File: src/hw/rtl/quoted_token_splitter_assert.svh
// ---------------------------------------------------------------------------
// quoted_token_splitter assertion macros
// Shared concurrent assertion forms, clocked on clk_i; QTS_ASSERT is disabled while rst_ni is low.
// ---------------------------------------------------------------------------
`ifndef QUOTED_TOKEN_SPLITTER_ASSERT_SVH
`define QUOTED_TOKEN_SPLITTER_ASSERT_SVH

// Check a property outside reset.
`define QTS_ASSERT(label, prop, msg) \
  label: assert property (@(posedge clk_i) disable iff (!rst_ni) (prop)) else $error(msg);

// Check a property at every edge, reset included.
`define QTS_ASSERT_ALWAYS(label, prop, msg) \
  label: assert property (@(posedge clk_i) (prop)) else $error(msg);

`endif

File: src/hw/rtl/qts_pkg.sv
// ---------------------------------------------------------------------------
// qts_pkg
// Types and constants shared by the quoted token splitter modules.
// ---------------------------------------------------------------------------
`default_nettype none

package qts_pkg;

  // Characters with special meaning
  localparam logic [7:0] CH_NUL   = 8'h00;
  localparam logic [7:0] CH_SPACE = 8'h20;
  localparam logic [7:0] CH_QUOTE = 8'h22;

  // Result queue depth: room for two items plus one in flight
  localparam int unsigned QDEPTH = 3;
  localparam int unsigned QPTR_W = $clog2(QDEPTH);
  localparam int unsigned QCNT_W = $clog2(QDEPTH + 1);

  typedef enum logic [1:0] {
    MODE_IDLE   = 2'd0,
    MODE_PLAIN  = 2'd1,
    MODE_QUOTE  = 2'd2,
    MODE_AFTERQ = 2'd3
  } mode_e;

  typedef enum logic [1:0] {
    KIND_BYTE      = 2'd0,
    KIND_TOKEN_END = 2'd1,
    KIND_CMD_END   = 2'd2
  } kind_e;

  typedef struct packed {
    kind_e      kind;
    logic [7:0] tbyte;
    logic       last;
  } item_t;

  // Decoder result for one input byte
  typedef struct packed {
    logic [1:0] num;
    item_t      item0;
    item_t      item1;
    mode_e      mode;
  } decode_t;

endpackage

`default_nettype wire

File: src/hw/rtl/qts_decode.sv
// ---------------------------------------------------------------------------
// qts_decode
// Per-byte scanner decision: result items and next scan mode.
// ---------------------------------------------------------------------------
`default_nettype none

module qts_decode import qts_pkg::*; (
  input  mode_e      mode_i,
  input  logic [7:0] byte_i,
  output decode_t    dec_o
);

  // Build one item; the byte field is zero for anything but a token byte
  function automatic item_t make_item(kind_e kind, logic [7:0] b);
    item_t it;
    it.kind  = kind;
    it.tbyte = (kind == KIND_BYTE) ? b : 8'h00;
    it.last  = 1'b0;
    return it;
  endfunction

  logic  idle_has;
  item_t idle_item;
  mode_e idle_mode;

  // Handle the byte as seen from idle mode
  always_comb begin
    idle_has  = 1'b0;
    idle_item = make_item(KIND_CMD_END, CH_NUL);
    idle_mode = MODE_IDLE;
    if (byte_i == CH_NUL) begin
      idle_has = 1'b1;
    end else if (byte_i <= CH_SPACE) begin
      idle_mode = MODE_IDLE;
    end else if (byte_i == CH_QUOTE) begin
      idle_mode = MODE_QUOTE;
    end else begin
      idle_has  = 1'b1;
      idle_item = make_item(KIND_BYTE, byte_i);
      idle_mode = MODE_PLAIN;
    end
  end

  logic     tok_end;
  decode_t  dec;

  // Pick items per mode; a token end is followed by the idle handling
  always_comb begin
    tok_end   = 1'b0;
    dec.num   = 2'd0;
    dec.item0 = make_item(KIND_BYTE, byte_i);
    dec.item1 = idle_item;
    dec.mode  = mode_i;
    case (mode_i)
      MODE_IDLE: begin
        dec.num   = {1'b0, idle_has};
        dec.item0 = idle_item;
        dec.mode  = idle_mode;
      end
      MODE_PLAIN: begin
        if (byte_i <= CH_SPACE) begin
          tok_end = 1'b1;
        end else begin
          dec.num = 2'd1;
        end
      end
      MODE_QUOTE: begin
        if (byte_i < CH_SPACE) begin
          tok_end = 1'b1;
        end else if (byte_i == CH_QUOTE) begin
          dec.mode = MODE_AFTERQ;
        end else begin
          dec.num = 2'd1;
        end
      end
      MODE_AFTERQ: begin
        if (byte_i == CH_QUOTE) begin
          dec.num  = 2'd1;
          dec.mode = MODE_QUOTE;
        end else begin
          tok_end = 1'b1;
        end
      end
      default: begin
        dec.mode = MODE_IDLE;
      end
    endcase
    if (tok_end) begin
      dec.item0 = make_item(KIND_TOKEN_END, CH_NUL);
      dec.num   = idle_has ? 2'd2 : 2'd1;
      dec.mode  = idle_mode;
    end
    // Mark the final item of this byte
    dec.item0.last = (dec.num == 2'd1);
    dec.item1.last = 1'b1;
  end

  assign dec_o = dec;

endmodule

`default_nettype wire

File: src/hw/rtl/qts_out_queue.sv
// ---------------------------------------------------------------------------
// qts_out_queue
// Three-entry result queue: takes up to two items a cycle, gives one.
// ---------------------------------------------------------------------------
`default_nettype none

module qts_out_queue import qts_pkg::*; (
  input  logic       clk_i,
  input  logic       rst_ni,
  input  logic [1:0] push_num_i,
  input  item_t      item0_i,
  input  item_t      item1_i,
  output logic       room2_o,
  output logic       out_valid_o,
  input  logic       out_ready_i,
  output item_t      out_item_o
);

`include "quoted_token_splitter_assert.svh"

  function automatic logic [QPTR_W-1:0] ptr_inc(logic [QPTR_W-1:0] p);
    return (p == QPTR_W'(QDEPTH - 1)) ? '0 : p + QPTR_W'(1);
  endfunction

  item_t              ent_q [QDEPTH];
  logic [QPTR_W-1:0]  wr_ptr_q, wr_ptr_d, rd_ptr_q, rd_ptr_d, wr_ptr_nx;
  logic [QCNT_W-1:0]  count_q, count_d;
  logic               pop;

  assign pop       = out_valid_o && out_ready_i;
  assign wr_ptr_nx = ptr_inc(wr_ptr_q);

  // Advance pointers and fill count
  always_comb begin
    case (push_num_i)
      2'd1:    wr_ptr_d = wr_ptr_nx;
      2'd2:    wr_ptr_d = ptr_inc(wr_ptr_nx);
      default: wr_ptr_d = wr_ptr_q;
    endcase
    rd_ptr_d = pop ? ptr_inc(rd_ptr_q) : rd_ptr_q;
    count_d  = count_q + QCNT_W'(push_num_i) - QCNT_W'(pop);
  end

  always_ff @(posedge clk_i or negedge rst_ni) begin
    if (!rst_ni) begin
      wr_ptr_q <= '0;
      rd_ptr_q <= '0;
      count_q  <= '0;
    end else begin
      wr_ptr_q <= wr_ptr_d;
      rd_ptr_q <= rd_ptr_d;
      count_q  <= count_d;
    end
  end

  // Write the new items into the entries
  always_ff @(posedge clk_i) begin
    if (push_num_i != 2'd0) begin
      ent_q[wr_ptr_q] <= item0_i;
    end
    if (push_num_i == 2'd2) begin
      ent_q[wr_ptr_nx] <= item1_i;
    end
  end

  assign room2_o     = (count_q <= QCNT_W'(QDEPTH - 2));
  assign out_valid_o = (count_q != '0);
  assign out_item_o  = ent_q[rd_ptr_q];

  `QTS_ASSERT(a_no_overflow, (push_num_i == 2'd0) || room2_o, "push into a full queue")
  `QTS_ASSERT(a_count_range, count_q <= QCNT_W'(QDEPTH), "queue count out of range")
  `QTS_ASSERT(a_ptr_gap,
    (count_q == '0 || count_q == QCNT_W'(QDEPTH)) == (wr_ptr_q == rd_ptr_q),
    "pointers disagree with count")

endmodule

`default_nettype wire

File: src/hw/rtl/quoted_token_splitter.sv
// ---------------------------------------------------------------------------
// quoted_token_splitter
// Splits a command byte stream into token bytes, token ends, command ends.
// ---------------------------------------------------------------------------
// One byte is accepted per cycle while the queue has room for two items. A
// byte that ends a token and also starts a word or ends the command gives two
// items, others at most one; items leave the three-entry result queue one per
// cycle while out_ready_i is high, through its single read port; input pauses.
// Results are registered in the queue before output. No clearing pass after reset.
`default_nettype none

module quoted_token_splitter import qts_pkg::*; (
  input  logic       clk_i,
  input  logic       rst_ni,
  input  logic       in_valid_i,
  output logic       in_ready_o,
  input  logic [7:0] in_byte_i,
  output logic       out_valid_o,
  input  logic       out_ready_i,
  output logic [1:0] item_kind_o,
  output logic [7:0] token_byte_o,
  output logic       run_last_o
);

`include "quoted_token_splitter_assert.svh"

  mode_e      mode_q, mode_d;
  decode_t    dec;
  logic       accept;
  logic [1:0] push_num;
  logic       room2;
  item_t      out_item;

  assign accept   = in_valid_i && in_ready_o;
  assign push_num = accept ? dec.num : 2'd0;
  assign mode_d   = accept ? dec.mode : mode_q;

  // Hold the scan mode between bytes
  always_ff @(posedge clk_i or negedge rst_ni) begin
    if (!rst_ni) begin
      mode_q <= MODE_IDLE;
    end else begin
      mode_q <= mode_d;
    end
  end

  qts_decode u_decode (
    .mode_i (mode_q),
    .byte_i (in_byte_i),
    .dec_o  (dec)
  );

  qts_out_queue u_queue (
    .clk_i       (clk_i),
    .rst_ni      (rst_ni),
    .push_num_i  (push_num),
    .item0_i     (dec.item0),
    .item1_i     (dec.item1),
    .room2_o     (room2),
    .out_valid_o (out_valid_o),
    .out_ready_i (out_ready_i),
    .out_item_o  (out_item)
  );

  assign in_ready_o   = room2;
  assign item_kind_o  = out_item.kind;
  assign token_byte_o = out_item.tbyte;
  assign run_last_o   = out_item.last;

  `QTS_ASSERT(a_nonbyte_zero,
    out_valid_o && (item_kind_o != KIND_BYTE) |-> (token_byte_o == 8'h00),
    "non-byte item carries a byte")
  `QTS_ASSERT(a_cmd_end_last,
    out_valid_o && (item_kind_o == KIND_CMD_END) |-> run_last_o,
    "command end is not the last item of its byte")
  `QTS_ASSERT(a_nul_to_idle,
    accept && (in_byte_i == CH_NUL) |=> (mode_q == MODE_IDLE),
    "zero byte left the scanner busy")

endmodule

`default_nettype wire
File: config.mk
export PLATFORM = sky130hd
export DESIGN_NAME = quoted_token_splitter
export DESIGN_NICKNAME = d
export VERILOG_FILES = /design/src/hw/rtl/qts_pkg.sv /design/src/hw/rtl/qts_decode.sv /design/src/hw/rtl/qts_out_queue.sv /design/src/hw/rtl/quoted_token_splitter.sv
export VERILOG_INCLUDE_DIRS = /design/src /design/src/hw/rtl
export SDC_FILE = /design/constraint.sdc
export NUM_CORES = 1
export LEC_CHECK = 0
export ABC_AREA = 1
export ABC_CLOCK_PERIOD_IN_PS = 5000
export BUFFER_PORTS_ARGS = -buffer_cell sky130_fd_sc_hd__buf_2
export CORE_ASPECT_RATIO = 1.5
export CORE_MARGIN = 1
export CORE_UTILIZATION = 60
export CTS_CLUSTER_SIZE = 25
export DETAILED_ROUTE_END_ITERATION = 10
export MAX_ROUTING_LAYER = met4
export PLACE_DENSITY = 0.81
export SLEW_MARGIN = 20
export SYNTH_ARGS = -nofsm -noshare
export SYNTH_HDL_FRONTEND = slang
export SYNTH_SLANG_ARGS = --single-unit
File: constraint.sdc
create_clock -name clk_i -period 5 [get_ports clk_i]
set_input_delay 0.25 -clock clk_i [delete_from_list [all_inputs] [get_ports clk_i]]
set_output_delay 0.25 -clock clk_i [all_outputs]
set_load 0.01 [all_outputs]
# Yosys cells after proc, flatten, opt, wreduce, memory -nomap -nowiden
# Memory sizes are Yosys's and may differ from the RTL's.
# Cells that the tools add are included.
[classes]
n_addsub = 5
multipliers = 0
div = 0
magnitude_cmp = 3
eq_ne = 13
shifts = 0
mux = 34
bitwise = 0
reduce_logical = 9
[op_table]
columns = ["op", "n"]
rows = [
  ["2-to-1 mux 11 bit", 4],
  ["2-to-1 mux 2 bit", 13],
  ["2-to-1 mux 13 bit", 1],
  ["== test 2 bit (second input constant)", 6],
  ["2-to-1 mux 1 bit", 12],
  ["== test 8 x 6 -> 1 bit (second input constant)", 1],
  ["less-or-equal comparator 8 x 6 -> 1 bit (second input constant)", 1],
  ["zero test 8 bit", 1],
  ["< comparator 8 x 6 -> 1 bit (second input constant)", 1],
  ["case mux 2 bit (4 select lines)", 1],
  ["adder 2 x 1 -> 2 bit (second input constant)", 3],
  ["== test 2 x 1 -> 1 bit (second input constant)", 3],
  ["!= test 3 x 1 -> 1 bit (second input constant)", 2],
  ["case mux 2 bit (3 select lines)", 1],
  ["nonzero test 2 bit", 3],
  ["AND reduction 5 bit", 1],
  ["case mux 2 bit (2 select lines)", 1],
  ["nonzero test 4 bit", 1],
  ["!= test 3 x 2 -> 1 bit (second input constant)", 1],
  ["case mux 1 bit (3 select lines)", 1],
  ["adder 2 bit", 1],
  ["less-or-equal comparator 2 x 1 -> 1 bit (second input constant)", 1],
  ["logical AND 1 bit", 2],
  ["zero test 2 bit", 1],
  ["subtractor 2 x 1 -> 2 bit", 1],
]
[totals]
register_bits = 8
latch_bits = 0
ramBits = 33
mem_bits_ro = 0
in_bits = 12
wordCells = 69
n_memories = 1
[memory_table]
columns = ["memory", "depth", "word_bits", "read_ports", "rd_clocked_by_memory_dff", "write_ports", "line_no", "rtl"]
rows = [
  ["u_queue.ent_q", 3, 11, 1, 0, 2, "qts_out_queue.sv:25", "item_t ent_q [QDEPTH];"],
]

# Longest topological paths before layout
[depth]
ltp_word = 10
depth_mapped = 15

# By module
# From an unflattened synthesis, not the netlist that was laid out.
[unflattened]
hier_cells = 327
area_unflattened_um2 = 2656.3
[modules_own_cells]
columns = ["module", "n_inst", "cells_each", "area_each_um2", "seq_area_each_um2"]
rows = [
  ["qts_out_queue", 1, 221, 2082.0, 1141.1],
  ["qts_decode", 1, 93, 478.0, 0.0],
  ["quoted_token_splitter", 1, 13, 96.3, 50.0],
]

# Worst setup path after synthesis
# OpenSTA, ideal clock, no wires.
[synth_timing]
path_type = "in2reg"
from = "input in_byte_i[7]"
to = "memory u_queue.ent_q[0][10] (netlist name) (enable)"
arrival_time_ns = 2.000
required_time_ns = 4.708
slack_ns = 2.708
path_stages = 12
n_path_buf = 1
cell_sequence = "inv_2 > nand2_1 > nor2_2 > nand2_2 > a21oi_1 > nand2_1 > nand3_1 > inv_2 > ha_1 > nand2_1 > clkbuf_1 > nand2_2"
[synth_rtl]
columns = ["element", "line_no", "rtl"]
rows = [
  ["start: declaration", "quoted_token_splitter.sv:17", "input logic [7:0] in_byte_i,"],
  ["end: declaration", "qts_out_queue.sv:25", ""],
]

==> metrics.txt <==
status=finished, final reports clean; CTS buffer count=5; Root Driver=clkbuf_8; final layout net count=305; Ys Warns=0; CP Cell Sequence=inv_1 -> nand2_1 -> nor2_1 -> a21oi_1 -> nand2_1 -> nand3_1 -> inv_2 -> ha_1 -> nand2_1 -> nand2_2; sequential power share=0.391; initial antenna violation count=0; delay-heaviest family, CP=simple AND/OR/NAND/NOR gates; Worst Hold Endpoint=u_queue.rd_ptr_q[1]; CTS HTree Levels=2; Setup Skew=5.74 ps; Critical Path RT=around 5000 ps; relative slew slack=0.421; DRC viols=0; logic gate share of total power=0.455; Post-synth EDFFs=27; RSZ-0062 raised after global routing=false; Synth Flop Type=edfxtp_1; Area Overhead vs Synth=7.68%; syn_nets=between 200 and 300; 1st-iter DRT viols=83; Initial Util=0.631; Post-DP HPWL=3650 um; gpl congestion=0.897; peak supply drop=about 0.44 mV; Rows=27; CTS clock-pin slew for the worst setup and hold paths=around 70 ps; flop2flop setup slack=between 2000 and 3000 ps; crit-path most repeated cell=nand2_1; Max-cap violations=0; Int Pwr=~780 uW; data arrival time of the worst path=2460 ps; crit-path max cell delay=just under 500 ps; Final Util=0.679; min Tclk post-route=around 2500 ps; Inserted Diodes=0; CTS tree=yes; most frequent cells in the layout=nand2_1 (81), edfxtp_1 (27), nand3_1 (26); drt total wl=between 4000 and 5000 um; sequential-to-total area share from yosys stat=0.482; crit end category=register; Synth Instances=270; layout cells sized above 1=0.212; setup TNS=0 ps; fmax=403 MHz; # IOs=25; count of cell types in the netlist=31; switch share=0.427; Final ANT Viol Nets=0; worst-case clock buffer depth=2; crit path buf inv count=2; wire length per cell=about 15 um; final setup violation count=0; Core ar.=0.00372 sq mm; period utilisation layout=0.496; Worst Reg2Reg Path Length in Cells=10; leakage power=roughly 0.0012 uW; most common cell after layout, fill and taps aside=nand2_1; Inst Count DP=~330; worst skew pair latency=290 ps; Worst path slowest cell=nand2_1; routed via count=1940; endpoints failing hold=0; die height=78.6 um; first-pass GRT wire length=approximately 8000 um; Setup Crit Path Kind=reg2reg; Critical R2R Launch=mode_q[0]; Avg Inst Size Synth=8.68 sq um; mapped cell area=roughly 0.0023 sq mm; hold path start=out_ready_i; critical path fanouts, max=13; #FFs+latches synth=around 40; largest net degree at the start of global routing=15; cell depth of the worst hold path=4; total gr overflow=0; vias in the first global route=1766; clock sink total=between 40 and 50; Non-Filler Instances=335; worst reg2reg endpoint=u_queue.ent_q[0][10]; IO buf count=24; ys async rst share=0.195; gr usage total=0.278; first-pass iteration count of the detailed router=5; Clk network pwr share=0.154; Net Switching=between 500 and 600 uW; Worst Tran Pin Value=866 ps; DIE WIDTH=roughly 53 um; Via density=slightly below 6; power per cell area=roughly 540 mW/mm^2; Pins Over Slew Limit=0; Worst Hold Class=in2reg; CTS-repair resized insts=0; Startpoint Class=register; die area=0.00417 sq mm
tightest hold or removal path: cells and delay by family:
kind	cells	cell delay [ps]
AND/OR/NAND/NOR	3	160
buffers and inverters	1	80
Yosys cell counts (2+ instances only):
library cell | n | area share
a21oi_1 | 7 | 0.015
buf_2 | 2 | 0.0043
buf_6 | 2 | 0.0096
clkbuf_1 | 4 | 0.0064
clkinv_1 | 2 | 0.0032
dfrtp_1 | 8 | 0.085
dfxtp_1 | 6 | 0.051
edfxtp_1 | 27 | 0.35
ha_1 | 2 | 0.011
inv_1 | 24 | 0.038
inv_2 | 3 | 0.0048
nand2_1 | 81 | 0.13
nand2_2 | 9 | 0.024
nand2_4 | 3 | 0.014
nand3_1 | 26 | 0.055
nor2_1 | 16 | 0.026
nor2_2 | 2 | 0.0053
o211ai_1 | 4 | 0.013
o21ai_0 | 6 | 0.013
o22ai_1 | 15 | 0.040
o22ai_2 | 10 | 0.053
xor2_1 | 2 | 0.0075
cells by family (layout without fill, tap and decap cells):
| group | Yosys count | count (layout) | share of synthesized area |
|---|---|---|---|
| AND/OR/NAND/NOR | 141 | 141 | 0.274 |
| XOR/XNOR | 2 | 2 | 0.00747 |
| AO/OA/AOI/OAI | 44 | 44 | 0.140 |
| buffers and inverters | 40 | 62 | 0.0848 |
| adder cells (fa/ha/maj) | 2 | 2 | 0.0107 |
| flip-flops | 41 | 41 | 0.482 |
power groups by stage:
stage	sequential, uW	combinational [uW]	clock, uW
after CTS	531	622	209
final	530	618	209
after global placement	535	607	0
after global routing	544	694	225
after floorplan	512	488	0
after detailed placement	538	616	0
how the worst max path moves through the flow:
stage | to | cells after the start | slack, ps | start
2_1_floorplan | u_queue.ent_q[0][10] | 12 | 2710 | in_byte_i[7]
3_3_place_gp | u_queue.ent_q[0][3] | 13 | 2350 | in_byte_i[3]
3_5_place_dp | u_queue.ent_q[0][10] | 13 | 2350 | in_byte_i[3]
4_1_cts | u_queue.ent_q[0][7] | 10 | 2530 | mode_q[0]
5_1_grt | u_queue.ent_q[0][10] | 10 | 2330 | mode_q[0]
6_report | u_queue.ent_q[0][10] | 10 | 2520 | mode_q[0]
cell type report:
cell class | count | area (sq um)
Fill cell | 307 | 1190
Sequential cell | 41 | 1130
Multi-Input combinational cell | 189 | 1010
Timing Repair Buffer | 25 | 130
Inverter | 29 | 109
Clock buffer | 5 | 68.8
Tap cell | 43 | 53.8
Clock inverter | 3 | 17.5
sequential cells by signal (all words and copies together) (netlist names):
register / flops
mode_q: 2
u_queue.wr_ptr_q: 2
u_queue.rd_ptr_q: 2
u_queue.ent_q: 33
u_queue.count_q: 2
per-stage QoR:
stage / setup slack (ps) / total power (uW) / instance area [sq um] / hold slack [ps]
finish: 2520 / 1360 / 2520 / 230
detailed placement: 2350 / 1150 / 2430 / 96.8
global route: 2330 / 1460 / 2520 / 262
floorplan: 2710 / 1000 / 2340 / -45.6
global placement: 2350 / 1140 / 2430 / 96.9
CTS: 2530 / 1360 / 2520 / 232
layer usage:
| layer | part of all wire | global-route usage | wire length, um | vias to the layer above |
|---|---|---|---|---|
| met5 | 0 | - | 0 | - |
| met2 | 0.53 | 0.467 | 2580 | 97 |
| li1 | - | - | - | 954 |
| met1 | 0.37 | 0.304 | 1830 | 863 |
| met3 | 0.060 | 0.0465 | 294 | 26 |
| met4 | 0.044 | 0.147 | 214 | 0 |
repair_timing:
action	4_1_cts	5_1_grt
endpoints found under the hold margin	8	0
hold buffers	1	0
setup buffers	0	0
Note: power is estimated with default switching activity, not from simulation.
